==> config.mk <==
export PLATFORM = sky130hd
export DESIGN_NAME = line_follow_pd_steering_top
export DESIGN_NICKNAME = d
export VERILOG_FILES = /design/src/lfpd_pkg.sv /design/src/lfpd_pos.sv /design/src/lfpd_div.sv /design/src/line_follow_pd_steering_top.sv
export SDC_FILE = /design/constraint.sdc
export NUM_CORES = 1
export LEC_CHECK = 0
export BUFFER_PORTS_ARGS = -buffer_cell sky130_fd_sc_hd__buf_2
export CELL_PAD_IN_SITES_DETAIL_PLACEMENT = 2
export CELL_PAD_IN_SITES_GLOBAL_PLACEMENT = 2
export CORE_UTILIZATION = 35
export DETAILED_ROUTE_END_ITERATION = 7
export PLACE_DENSITY = 0.87
export SLEW_MARGIN = 5
export SYNTH_ARGS = -nofsm -noshare
export SYNTH_HDL_FRONTEND = slang
export SYNTH_SLANG_ARGS = --single-unit
==> constraint.sdc <==
create_clock -name clock -period 6.5 [get_ports clock]
set_clock_uncertainty 0.05 [all_clocks]
set_input_delay 1.3 -clock clock [delete_from_list [all_inputs] [get_ports clock]]
set_output_delay 1.3 -clock clock [all_outputs]
set_load 0.01 [all_outputs]
==> src/lfpd_pkg.sv <==
// Shared types and constants for the line-follower PD steering block.
`timescale 1ns / 1ps
`default_nettype none

package lfpd_pkg;

   localparam int SAMPLE_W   = 10;
   localparam int GAIN_W     = 10;
   localparam int SPEED_W    = 11;
   localparam int THRESH_W   = 10;
   localparam int DRIVE_W    = 12;
   localparam int POS_W      = 4;
   localparam int CORR_W     = 12;
   localparam int QUO_W      = 4;
   localparam int PID_W      = 16;
   localparam int IN_DATA_W  = 24;
   localparam int OUT_DATA_W = 40;
   localparam int CSR_ADDR_W = 2;
   localparam int CSR_DATA_W = 11;

   typedef enum logic [CSR_ADDR_W-1:0] {
      CSR_KP         = 2'd0,
      CSR_KD         = 2'd1,
      CSR_BASE_SPEED = 2'd2,
      CSR_THRESHOLD  = 2'd3
   } csr_index_type;

   localparam logic [GAIN_W-1:0]   KP_RESET        = 10'd140;
   localparam logic [GAIN_W-1:0]   KD_RESET        = 10'd11;
   localparam logic [SPEED_W-1:0]  BASE_RESET      = 11'd568;
   localparam logic [THRESH_W-1:0] THRESHOLD_RESET = 10'd200;

   localparam logic signed [POS_W-1:0] POS_CENTER     = 4'sd0;
   localparam logic signed [POS_W-1:0] POS_LEFT       = 4'sd1;
   localparam logic signed [POS_W-1:0] POS_RIGHT      = -4'sd1;
   localparam logic signed [POS_W-1:0] POS_LOST_LEFT  = 4'sd5;
   localparam logic signed [POS_W-1:0] POS_LOST_RIGHT = -4'sd5;

   typedef struct packed {
      logic busy;
      logic done;
   } div_status_type;

endpackage

`default_nettype wire

==> src/lfpd_pos.sv <==
// Line position encoder from the two thresholded sensor samples.
`timescale 1ns / 1ps
`default_nettype none

module lfpd_pos (
   input  wire logic [lfpd_pkg::SAMPLE_W-1:0]       left_sample,
   input  wire logic [lfpd_pkg::SAMPLE_W-1:0]       right_sample,
   input  wire logic [lfpd_pkg::THRESH_W-1:0]       threshold,
   input  wire logic                                prev_negative,
   output logic signed [lfpd_pkg::POS_W-1:0]        line_position
);

   logic left_on;
   logic right_on;

   assign left_on  = left_sample >= threshold;
   assign right_on = right_sample >= threshold;

   always_comb begin
      case ({left_on, right_on})
         2'b11:   line_position = lfpd_pkg::POS_CENTER;
         2'b10:   line_position = lfpd_pkg::POS_LEFT;
         2'b01:   line_position = lfpd_pkg::POS_RIGHT;
         default: line_position = prev_negative ? lfpd_pkg::POS_LOST_RIGHT
                                                : lfpd_pkg::POS_LOST_LEFT;
      endcase
   end

endmodule

`default_nettype wire

==> src/lfpd_div.sv <==
// Restoring serial divider: one quotient bit per cycle of the small dividend.
`timescale 1ns / 1ps
`default_nettype none

module lfpd_div #(
   parameter int DIVISOR_W = 16
) (
   input  wire logic                          clock,
   input  wire logic                          reset,
   input  wire logic                          start,
   input  wire logic [lfpd_pkg::QUO_W-1:0]    dividend,
   input  wire logic [DIVISOR_W-1:0]          divisor,
   output logic      [lfpd_pkg::QUO_W-1:0]    quotient,
   output lfpd_pkg::div_status_type           status
);

   localparam int QW    = lfpd_pkg::QUO_W;
   localparam int CMP_W = (DIVISOR_W > QW + 1) ? DIVISOR_W : QW + 1;
   localparam int STEP_W = $clog2(QW);

   logic              busy_ff, busy_in;
   logic              done_ff, done_in;
   logic [STEP_W-1:0] step_ff, step_in;
   logic [QW-1:0]     rem_ff, rem_in;
   logic [QW-1:0]     shr_ff, shr_in;

   logic [QW:0]       trial;
   logic [CMP_W-1:0]  trial_ext;
   logic [CMP_W-1:0]  divisor_ext;
   logic [CMP_W-1:0]  diff_ext;
   logic              fits;

   // partial remainder never exceeds a prefix of the 4-bit dividend
   assign trial       = {rem_ff, shr_ff[QW-1]};
   assign trial_ext   = CMP_W'(trial);
   assign divisor_ext = CMP_W'(divisor);
   assign fits        = trial_ext >= divisor_ext;
   assign diff_ext    = trial_ext - divisor_ext;

   always_comb begin
      busy_in = busy_ff;
      done_in = 1'b0;
      step_in = step_ff;
      rem_in  = rem_ff;
      shr_in  = shr_ff;
      if (start) begin
         busy_in = 1'b1;
         step_in = '0;
         rem_in  = '0;
         shr_in  = dividend;
      end else if (busy_ff) begin
         rem_in  = fits ? diff_ext[QW-1:0] : trial[QW-1:0];
         shr_in  = {shr_ff[QW-2:0], fits};
         step_in = step_ff + STEP_W'(1);
         if (step_ff == STEP_W'(QW - 1)) begin
            busy_in = 1'b0;
            done_in = 1'b1;
         end
      end
   end

   always_ff @(posedge clock) begin
      if (reset) begin
         busy_ff <= 1'b0;
         done_ff <= 1'b0;
         step_ff <= '0;
      end else begin
         busy_ff <= busy_in;
         done_ff <= done_in;
         step_ff <= step_in;
      end
   end

   always_ff @(posedge clock) begin
      rem_ff <= rem_in;
      shr_ff <= shr_in;
   end

   assign quotient    = shr_ff;
   assign status.busy = busy_ff;
   assign status.done = done_ff;

endmodule

`default_nettype wire

==> src/line_follow_pd_steering_top.sv <==
// Sequence: an accepted req word passes S_START, the 4-step serial divider in S_DIV,
//   S_PTERM, S_DTERM and S_CLAMP, which loads the rsp register once it is free.
// The one-hot sequencer takes a new req only in S_IDLE, after the last word left S_CLAMP.
// A finished rsp word may wait in the output register while the next req is taken.
// Reset (synchronous, active high): gains, base speed and threshold to defaults, previous
//   position, step counter and change parity cleared, both channels idle.
`timescale 1ns / 1ps
`default_nettype none

module line_follow_pd_steering_top #(
   parameter int STEP_COUNT_BITS = 16
) (
   input  wire logic                                clock,
   input  wire logic                                reset,
   // req_tdata: left_sample[9:0], right_sample[19:10], zero pad
   input  wire logic                                req_tvalid,
   output logic                                     req_tready,
   input  wire logic [lfpd_pkg::IN_DATA_W-1:0]      req_tdata,
   // rsp_tdata: left_drive[11:0], right_drive[23:12], line_position[27:24],
   //            correction[39:28]
   output logic                                     rsp_tvalid,
   input  wire logic                                rsp_tready,
   output logic [lfpd_pkg::OUT_DATA_W-1:0]          rsp_tdata,
   input  wire logic                                csr_we,
   input  wire logic [lfpd_pkg::CSR_ADDR_W-1:0]     csr_addr,
   input  wire logic [lfpd_pkg::CSR_DATA_W-1:0]     csr_wdata
);

   localparam int CW = STEP_COUNT_BITS;
   localparam int PW = lfpd_pkg::POS_W;
   localparam int QW = lfpd_pkg::QUO_W;
   localparam int XW = lfpd_pkg::PID_W;

   typedef enum logic [5:0] {
      S_IDLE  = 6'b000001,
      S_START = 6'b000010,
      S_DIV   = 6'b000100,
      S_PTERM = 6'b001000,
      S_DTERM = 6'b010000,
      S_CLAMP = 6'b100000
   } state_type;

   state_type state_ff, state_in;

   logic [lfpd_pkg::GAIN_W-1:0]   kp_ff;
   logic [lfpd_pkg::GAIN_W-1:0]   kd_ff;
   logic [lfpd_pkg::SPEED_W-1:0]  base_ff;
   logic [lfpd_pkg::THRESH_W-1:0] thresh_ff;

   logic signed [PW-1:0] prev_ff;
   logic signed [PW-1:0] pos_ff;
   logic [CW-1:0]        count_ff;
   logic                 parity_ff;
   logic signed [XW-1:0] term_ff, term_in;
   logic signed [XW-1:0] pid_ff, pid_in;

   logic                 rsp_valid_ff;
   logic [lfpd_pkg::OUT_DATA_W-1:0] rsp_data_ff;

   logic signed [PW-1:0] pos_new;
   logic                 accept;
   logic                 load_rsp;

   logic signed [PW:0]   diff;
   logic [PW:0]          diff_mag;
   logic [QW-1:0]        quotient;
   lfpd_pkg::div_status_type div_status;
   logic signed [PW:0]   deriv;

   logic [lfpd_pkg::GAIN_W+2:0] kp_x5;
   logic signed [XW-1:0] dprod;
   logic signed [XW-1:0] lim;
   logic signed [XW-1:0] clamped;
   logic [lfpd_pkg::CORR_W-1:0]  corr;
   logic [lfpd_pkg::DRIVE_W:0]   base_ext;
   logic [lfpd_pkg::DRIVE_W:0]   corr_ext;
   logic [lfpd_pkg::DRIVE_W:0]   left_full;
   logic [lfpd_pkg::DRIVE_W:0]   right_full;

   lfpd_pos u_pos (
      .left_sample   (req_tdata[9:0]),
      .right_sample  (req_tdata[19:10]),
      .threshold     (thresh_ff),
      .prev_negative (prev_ff[PW-1]),
      .line_position (pos_new)
   );

   assign diff     = {pos_ff[PW-1], pos_ff} - {prev_ff[PW-1], prev_ff};
   assign diff_mag = diff[PW] ? -diff : diff;

   lfpd_div #(
      .DIVISOR_W (CW)
   ) u_div (
      .clock    (clock),
      .reset    (reset),
      .start    (state_ff == S_START),
      .dividend (diff_mag[QW-1:0]),
      .divisor  (count_ff),
      .quotient (quotient),
      .status   (div_status)
   );

   assign deriv = diff[PW] ? -$signed({1'b0, quotient}) : $signed({1'b0, quotient});

   assign accept     = req_tvalid && req_tready;
   assign req_tready = state_ff == S_IDLE;
   assign load_rsp   = (state_ff == S_CLAMP) && (!rsp_valid_ff || rsp_tready);

   // proportional term: |pos| is 0, 1 or 5, so kp*5 is a shift and add
   assign kp_x5 = {1'b0, kp_ff, 2'b00} + (lfpd_pkg::GAIN_W + 3)'(kp_ff);

   always_comb begin
      case (pos_ff)
         lfpd_pkg::POS_LEFT:       term_in = $signed(XW'(kp_ff));
         lfpd_pkg::POS_RIGHT:      term_in = -$signed(XW'(kp_ff));
         lfpd_pkg::POS_LOST_LEFT:  term_in = $signed(XW'(kp_x5));
         lfpd_pkg::POS_LOST_RIGHT: term_in = -$signed(XW'(kp_x5));
         default:                  term_in = '0;
      endcase
   end

   assign dprod  = $signed(XW'(kd_ff)) * $signed({{(XW-PW-1){deriv[PW]}}, deriv});
   assign pid_in = term_ff + dprod;

   assign lim = $signed(XW'(base_ff));

   always_comb begin
      if (pid_ff > lim) begin
         clamped = lim;
      end else if (pid_ff < -lim) begin
         clamped = -lim;
      end else begin
         clamped = pid_ff;
      end
   end

   assign corr       = clamped[lfpd_pkg::CORR_W-1:0];
   assign base_ext   = (lfpd_pkg::DRIVE_W + 1)'(base_ff);
   assign corr_ext   = {corr[lfpd_pkg::CORR_W-1], corr};
   assign left_full  = base_ext - corr_ext;
   assign right_full = base_ext + corr_ext;

   always_comb begin
      state_in = state_ff;
      case (state_ff)
         S_IDLE:  if (accept) state_in = S_START;
         S_START: state_in = S_DIV;
         S_DIV:   if (div_status.done) state_in = S_PTERM;
         S_PTERM: state_in = S_DTERM;
         S_DTERM: state_in = S_CLAMP;
         S_CLAMP: if (load_rsp) state_in = S_IDLE;
         default: state_in = S_IDLE;
      endcase
   end

   always_ff @(posedge clock) begin
      if (reset) begin
         state_ff     <= S_IDLE;
         kp_ff        <= lfpd_pkg::KP_RESET;
         kd_ff        <= lfpd_pkg::KD_RESET;
         base_ff      <= lfpd_pkg::BASE_RESET;
         thresh_ff    <= lfpd_pkg::THRESHOLD_RESET;
         prev_ff      <= lfpd_pkg::POS_CENTER;
         count_ff     <= '0;
         parity_ff    <= 1'b0;
         rsp_valid_ff <= 1'b0;
      end else begin
         state_ff <= state_in;
         if (csr_we) begin
            case (lfpd_pkg::csr_index_type'(csr_addr))
               lfpd_pkg::CSR_KP:         kp_ff     <= csr_wdata[lfpd_pkg::GAIN_W-1:0];
               lfpd_pkg::CSR_KD:         kd_ff     <= csr_wdata[lfpd_pkg::GAIN_W-1:0];
               lfpd_pkg::CSR_BASE_SPEED: base_ff   <= csr_wdata;
               lfpd_pkg::CSR_THRESHOLD:  thresh_ff <= csr_wdata[lfpd_pkg::THRESH_W-1:0];
               default: ;
            endcase
         end
         // saturating step count, bumped before the divide uses it
         if (accept && (count_ff != '1)) begin
            count_ff <= count_ff + CW'(1);
         end
         if (load_rsp) begin
            prev_ff <= pos_ff;
            if (pos_ff != prev_ff) begin
               if (parity_ff) begin
                  count_ff  <= '0;
                  parity_ff <= 1'b0;
               end else begin
                  parity_ff <= 1'b1;
               end
            end
         end
         if (load_rsp) begin
            rsp_valid_ff <= 1'b1;
         end else if (rsp_tready) begin
            rsp_valid_ff <= 1'b0;
         end
      end
   end

   always_ff @(posedge clock) begin
      if (accept) begin
         pos_ff <= pos_new;
      end
      if (state_ff == S_PTERM) begin
         term_ff <= term_in;
      end
      if (state_ff == S_DTERM) begin
         pid_ff <= pid_in;
      end
      if (load_rsp) begin
         rsp_data_ff <= {corr, pos_ff, right_full[lfpd_pkg::DRIVE_W-1:0],
                         left_full[lfpd_pkg::DRIVE_W-1:0]};
      end
   end

   assign rsp_tvalid = rsp_valid_ff;
   assign rsp_tdata  = rsp_data_ff;

   a_div_idle: assert property (@(posedge clock) disable iff (reset)
      (state_ff == S_IDLE) |-> !div_status.busy)
      else $error("divider busy while sequencer idle");

   a_count_nonzero: assert property (@(posedge clock) disable iff (reset)
      (state_ff == S_START) |-> (count_ff != '0))
      else $error("zero divisor at divide start");

   a_quo_range: assert property (@(posedge clock) disable iff (reset)
      (state_ff == S_PTERM) |-> (quotient <= QW'(10)))
      else $error("derivative magnitude out of range");

   a_rsp_source: assert property (@(posedge clock) disable iff (reset)
      $rose(rsp_tvalid) |-> $past(state_ff == S_CLAMP))
      else $error("rsp word raised outside clamp step");

endmodule

`default_nettype wire
-- Word-level counts from Yosys, hierarchy flattened
Cells that the tools add are included.
- register bits: 157
- bits of input ports: 42
- output and inout port bits: 42
- word-level logic and storage cells: 101
- add/sub/neg operators: 13
- $mul: 1
- order comparisons: 5
- equality and inequality tests: 22
- multiplexer cells: 25
- bitwise gates (word level): 1
- reduce and logical (&&, ||, !) cells: 16
- operator list (operator ; count):
    $mux 16 ; 4
    $pmux 16 s4 ; 1
    $pmux 6 s6 ; 1
    $mux 12 ; 2
    $ge 10x10->1 ; 2
    $mux 4 ; 5
    $mux 6 ; 3
    $add 16x1->16 const B ; 1
    $add 16x16->16 ; 1
    $ge 5x16->1 ; 1
    $gt 16x12->1 ; 1
    $lt 16x16->1 ; 1
    $mul 11x5->16 ; 1
    $ne 16x16->1 const B ; 1
    $neg 10->16 ; 1
    $neg 11->16 ; 1
    $neg 13->16 ; 1
    $add 12x10->13 ; 1
    $add 12x12->12 ; 1
    $pmux 4 s3 ; 1
    $sub 12x12->12 ; 1
    $eq 2x2->1 const B ; 5
    $reduce_and 2->1 ; 5
    $eq 4x4->1 const B ; 2
    28 further kinds ; 39

-- Longest topological paths before layout
- word-level depth: 7
- mapped depth: 28
- gate-level depth less buffers: 25

-- Modules after synthesis
A second synthesis with hierarchy kept.
- cell total of the unflattened synthesis: 1257
- area, all modules: 11648.7 um^2
- modules (own cells, without submodules) (module ; times used ; cells each ; area an instance (um^2)):
    line_follow_pd_steering_top ; 1 ; 1124 ; 10413.7
    lfpd_div ; 1 ; 71 ; 738.2
    lfpd_pos ; 1 ; 62 ; 496.7

-- Worst setup path before layout
OpenSTA, ideal clock, no wires.
- path kind: flip-flop to flip-flop
- from: register pos_ff[0]
- to: register pid_ff[15] (data pin)
- arrival: 6278 ps
- data required time: 6191 ps
- setup slack: -87 ps
- cell stages (with the launch flop): 25
- buffers on the path: 1
- cells stage by stage: edfxtp_1 > clkbuf_1 > clkinv_1 > ha_1 > inv_1 > fa_1 > a2111oi_0 > a21oi_1 > nor2_1 > xnor2_1 > nand2b_1 > fa_1 > fa_1 > inv_1 > fa_1 > inv_1 > fa_1 > fa_1 > nor2b_1 > o21a_1 > o21ai_0 > a211oi_1 > a2111oi_0 > a21oi_1 > xnor2_1
- word-level cells in the longest chain between the ends: 4
- ends and longest elaborated chain (element ; RTL line ; source):
    from (decl) ; line_follow_pd_steering_top.sv:51 ; logic signed [PW-1:0] pos_ff;
    from (signal assigned) ; line_follow_pd_steering_top.sv:203 ; pos_ff <= pos_new;
    $sub 4x4->5 ; line_follow_pd_steering_top.sv:88 ; assign diff = {pos_ff[PW-1], pos_ff} - {prev_ff[PW-1], prev_ff};
    $mux 5 ; line_follow_pd_steering_top.sv:103 ; assign deriv = diff[PW] ? -$signed({1'b0, quotient}) : $signed({1'b0, quotient});
    $mul 11x5->16 ; line_follow_pd_steering_top.sv:122 ; assign dprod = $signed(XW'(kd_ff)) * $signed({{(XW-PW-1){deriv[PW]}}, deriv});
    $add 16x16->16 ; line_follow_pd_steering_top.sv:123 ; assign pid_in = term_ff + dprod;
    named net pid_in[15] ; line_follow_pd_steering_top.sv:55 ; logic signed [XW-1:0] pid_ff, pid_in;
    to (signal assigned) ; line_follow_pd_steering_top.sv:209 ; pid_ff <= pid_in;
    to (decl) ; line_follow_pd_steering_top.sv:55 ;
The timed path passes the listed nets, and every way through them passes these cells.
A chain may end at the register's enable or synchronous reset.

-- Worst setup path in the final report
- from: register base_ff[1] (netlist name)
- to: register rsp_data_ff (netlist bit rsp_tdata[23]) (data pin)
- word-level cells in the longest chain between the ends: 5
- elaborated cells on any way between the ends: 6
- ends and longest elaborated chain (element ; RTL line ; source):
    from (decl) ; line_follow_pd_steering_top.sv:47 ; logic [lfpd_pkg::SPEED_W-1:0] base_ff;
    from (signal assigned) ; line_follow_pd_steering_top.sv:161 ; base_ff <= lfpd_pkg::BASE_RESET;
    from (signal assigned) ; line_follow_pd_steering_top.sv:173 ; lfpd_pkg::CSR_BASE_SPEED: base_ff <= csr_wdata;
    $neg 11->16 ; line_follow_pd_steering_top.sv:131 ; clamped = -lim;
    $lt 16x16->1 ; line_follow_pd_steering_top.sv:130 ; end else if (pid_ff < -lim) begin
    $mux 12 ; line_follow_pd_steering_top.sv:130 ;
    $mux 12 (*) ; line_follow_pd_steering_top.sv:128 ; if (pid_ff > lim) begin
    named net clamped[1] ; line_follow_pd_steering_top.sv:73 ; logic signed [XW-1:0] clamped;
    $add 12x12->12 (*) ; line_follow_pd_steering_top.sv:141 ; assign right_full = base_ext + corr_ext;
    named net right_full, one bit ; line_follow_pd_steering_top.sv:78 ; logic [lfpd_pkg::DRIVE_W:0] right_full;
    to (signal assigned) ; line_follow_pd_steering_top.sv:212 ; rsp_data_ff <= {corr, pos_ff, right_full[lfpd_pkg::DRIVE_W-1:0],
    to (decl) ; line_follow_pd_steering_top.sv:58 ; logic [lfpd_pkg::OUT_DATA_W-1:0] rsp_data_ff;
Mark *: on every way through the listed nets, which the timed path passes. The rest lies on a longest branch.

==> flow_summary.toml <==
[outcome]
status = "finished clean"

[logic_synthesis]
synth_area_per_cell_um2 = 9.171
synth-seq-area-share = 0.3279
synth_area_um2 = 11690
synth_edf_count = 77
ys_warn_count = 0
synth_top_area_frac = 0.1978
yosysUniqueCellTypes = 74
syn-num-nets = 1486
synth_top_area_cell = "edfxtp_1"
ys.flop_type = "edfxtp_1"
ys_top_cells_by_area = "edfxtp_1 (20%), ha_1 (13%), dfxtp_1 (13%), fa_1 (7.4%), xnor2_1 (4.6%)"
yosys_register_bits = 153
synth_cells = 1275
async_flop_share = 0

[critical_path]
path_max_fanout = 6
r2r_cells = 23
rrSetupSlack_ns = 0.23
crit_required_ns = 6.66
crit_type = "reg -> reg"
timing.critical_path.to = "rsp_tdata[23]"
end_kind = "flip-flop"
worst_setup_path_startpoint = "base_ff[1]"
reg2reg_to = "rsp_tdata[23]"
worstReg2RegStart = "base_ff[1]"
crit_arrival_ns = 6.43
worstSetupStartpointType = "flip-flop"

[global_route]
grt_use_met2 = 0.4398
grt_overflow = 0
grt_pass1_wl_um = 59460
grt_pass1_vias = 11000
met3_usage = 0.03991
antenna_found_initial = 0
use_met1 = 0.2428
grt_start_max_net_pins = 58
grt-busiest-layer = "met2"
track_usage = 0.2284

[sta]
setup_tns_ns = 0
finalHoldViolCount = 0
period_minus_slack_ns = 6.275
max_freq_mhz = 159.4
slew_viol_final = 0
relSlewSlack = 0.2469
finalSetupViolCount = 0
worstMarginPinSlew_ns = 1.127
fin_crit_sh = 0.9653

[placed_design]
dp_hpwl_um = 29140
io_buffers = 79
placed_area_um2 = 12640
dp_cells = 1771
globalplace.congestion = 0.8195

[route]
drtAntennaViolNets = 0
wl_per_cell_um = 20.72
dr_total_vias = 9691
via_per_inst = 5.372
postRouteWirelength_um = 37370
drt-initial-drc-count = 333
drc = 0
first_pass_iters = 4

[die]
io_pins = 84
core_um2 = 32700
dieArea_um2 = 34140
fp.dieH_um = 184.8
rows = 66
fp.dieW_um = 184.8
start_util = 0.3576

[clock_network]
cts_buffers = 17
cts_sinks = 153
cts_root_buf = "clkbuf_16"
htree_num_levels = 4
clk_latency_ns = 0.48
cts.path.max_buffers = 2
ctsHoldBuffers = 0
cts_tree = "yes"
cts.reportedPaths.clkPinSlew_ns = 0.07

[final_layout]
fin_area_um2 = 13340
final_cells = 1804
fin_nets = 1560
nFillCells = 3625
drive_gt1_frac = 0.1410
n_antenna_cell = 0
multiInputGateArea_um2 = 7353
register_area_um2 = 3834
syn_to_final_growth_pct = 14.12

[power_and_ir_drop]
max-vdd-ir-drop_v = 0.0002866
p_per_area_nw_per_um2 = 343.2
power_w = 0.004580
p_leak_nw = 5.629

[run]
drv_cap = 0

[min_path]
holdCritPathClass = "reg -> reg"
hold_depth = 2
-- power by group --
group	internal (W)	switching (W)
combinational	0.000979	0.00135
sequential	0.00119	0.0000710
clock	0.000519	0.000466
-- kinds of logic after synthesis --
kind of cell | Yosys count | synth area share
buf+inv | 171 | 0.05650
compound gates | 238 | 0.1295
simple gates | 432 | 0.1881
xor+xnor | 84 | 0.06292
flops | 153 | 0.3279
mux | 28 | 0.02664
fa+ha+maj | 169 | 0.2085
-- flip-flops by register name (all words and copies together) (netlist names), 6 cells and up --
name	cells
kd_ff	10
term_ff	16
pid_ff	16
kp_ff	10
count_ff	16
base_ff	11
rsp_tdata	38
thresh_ff	10
state_ff	6
-- layer usage --
layer	vias up	share of wire
met1	4896	0.39
met2	161	0.55
met3	70	0.031
met4	0	0.030
li1	4564	-
met5	-	0
-- synth_stat cells (10+ instances only) --
cell and n:
nand2_1 129, ha_1 126, inv_1 121, nor2_1 101, a21oi_1 86, edfxtp_1 77
dfxtp_1 76, xnor2_1 62, fa_1 43, o21ai_0 41, clkbuf_1 39, nor2b_1 26
nand2b_1 24, a21o_1 23, nor3_1 23, xor2_1 22, and2_1 21, mux2i_1 21
nand3_1 19, nand3b_1 18, a31oi_1 14, or3_1 10
-- final cells by class --
class,instances,area share
clock buffers,19,0.03404
clock inverters,13,0.008158
repair buffers,104,0.04369
flip-flops and latches,153,0.2873
inverters,122,0.03432
multi-input cells,951,0.5511
well taps,442,0.04144
-- critical path: stages, from the launching register on --
cell	delay [ns]
dfxtp_1	0.32
inv_1	0.08
ha_1	0.24
or3b_4	0.43
or3_1	0.40
or3_4	0.42
nor3_4	0.19
xnor2_1	0.10
ha_1	0.29
nand3_1	0.14
or4_1	0.54
a21oi_1	0.18
o31ai_1	0.11
and2_2	0.26
mux2_2	0.33
a21o_1	0.22
ha_1	0.30
a21oi_1	0.24
a2bb2oi_1	0.34
a21oi_1	0.19
nand3_1	0.14
nand2_1	0.13
o31ai_1	0.29
xnor2_1	0.10
-- worst min-delay path by stage --
| stage | from | to | slack, ns |
|---|---|---|---|
| CTS | thresh_ff[5] | thresh_ff[5] | 0.42 |
| global route | thresh_ff[8] | thresh_ff[8] | 0.44 |
| global placement | thresh_ff[5] | thresh_ff[5] | 0.39 |
| floorplan | pos_ff[0] | rsp_tdata[24] | 0.37 |
| finish | thresh_ff[8] | thresh_ff[8] | 0.43 |
| detailed placement | thresh_ff[8] | thresh_ff[8] | 0.41 |
-- what timing repair did --
item	CTS	global route
setup buffers	0	1
resized for setup	9	26
pin swaps	0	5
cloned	0	0
endpoints found under the setup margin	7	14
-- per-stage QoR --
stage                 util  hold slack, ns  setup WS [ns]
floorplan                -          0.3744        0.07770
global placement    0.3867          0.3930         0.1074
detailed placement  0.3867          0.4080        -0.3114
CTS                 0.4048          0.4227       0.003273
global route        0.4081          0.4364       -0.03727
finish              0.4081          0.4253         0.2252
-- cell usage in the layout, fill, tap and decap left out, types with 6 or more instances in the layout --
master,instances
ha_1,125
or2_2,7
a21o_1,23
nor2_1,101
nand2_1,129
clkbuf_16,18
buf_2,79
nor4_1,9
and2_1,20
o211ai_1,6
o21ai_0,36
nand2b_1,24
edfxtp_1,77
dfxtp_1,76
xnor2_1,60
xor2_1,22
a211o_1,6
a31oi_1,14
fa_1,41
o21a_1,7
mux2i_1,19
nor3_1,23
a211oi_1,6
a21oi_2,8
or3_1,9
a21oi_1,78
nand3b_1,18
inv_1,120
nand3_1,19
nor2b_1,26
buf_4,25
o31ai_1,6
(Power assumes the default switching activity.)
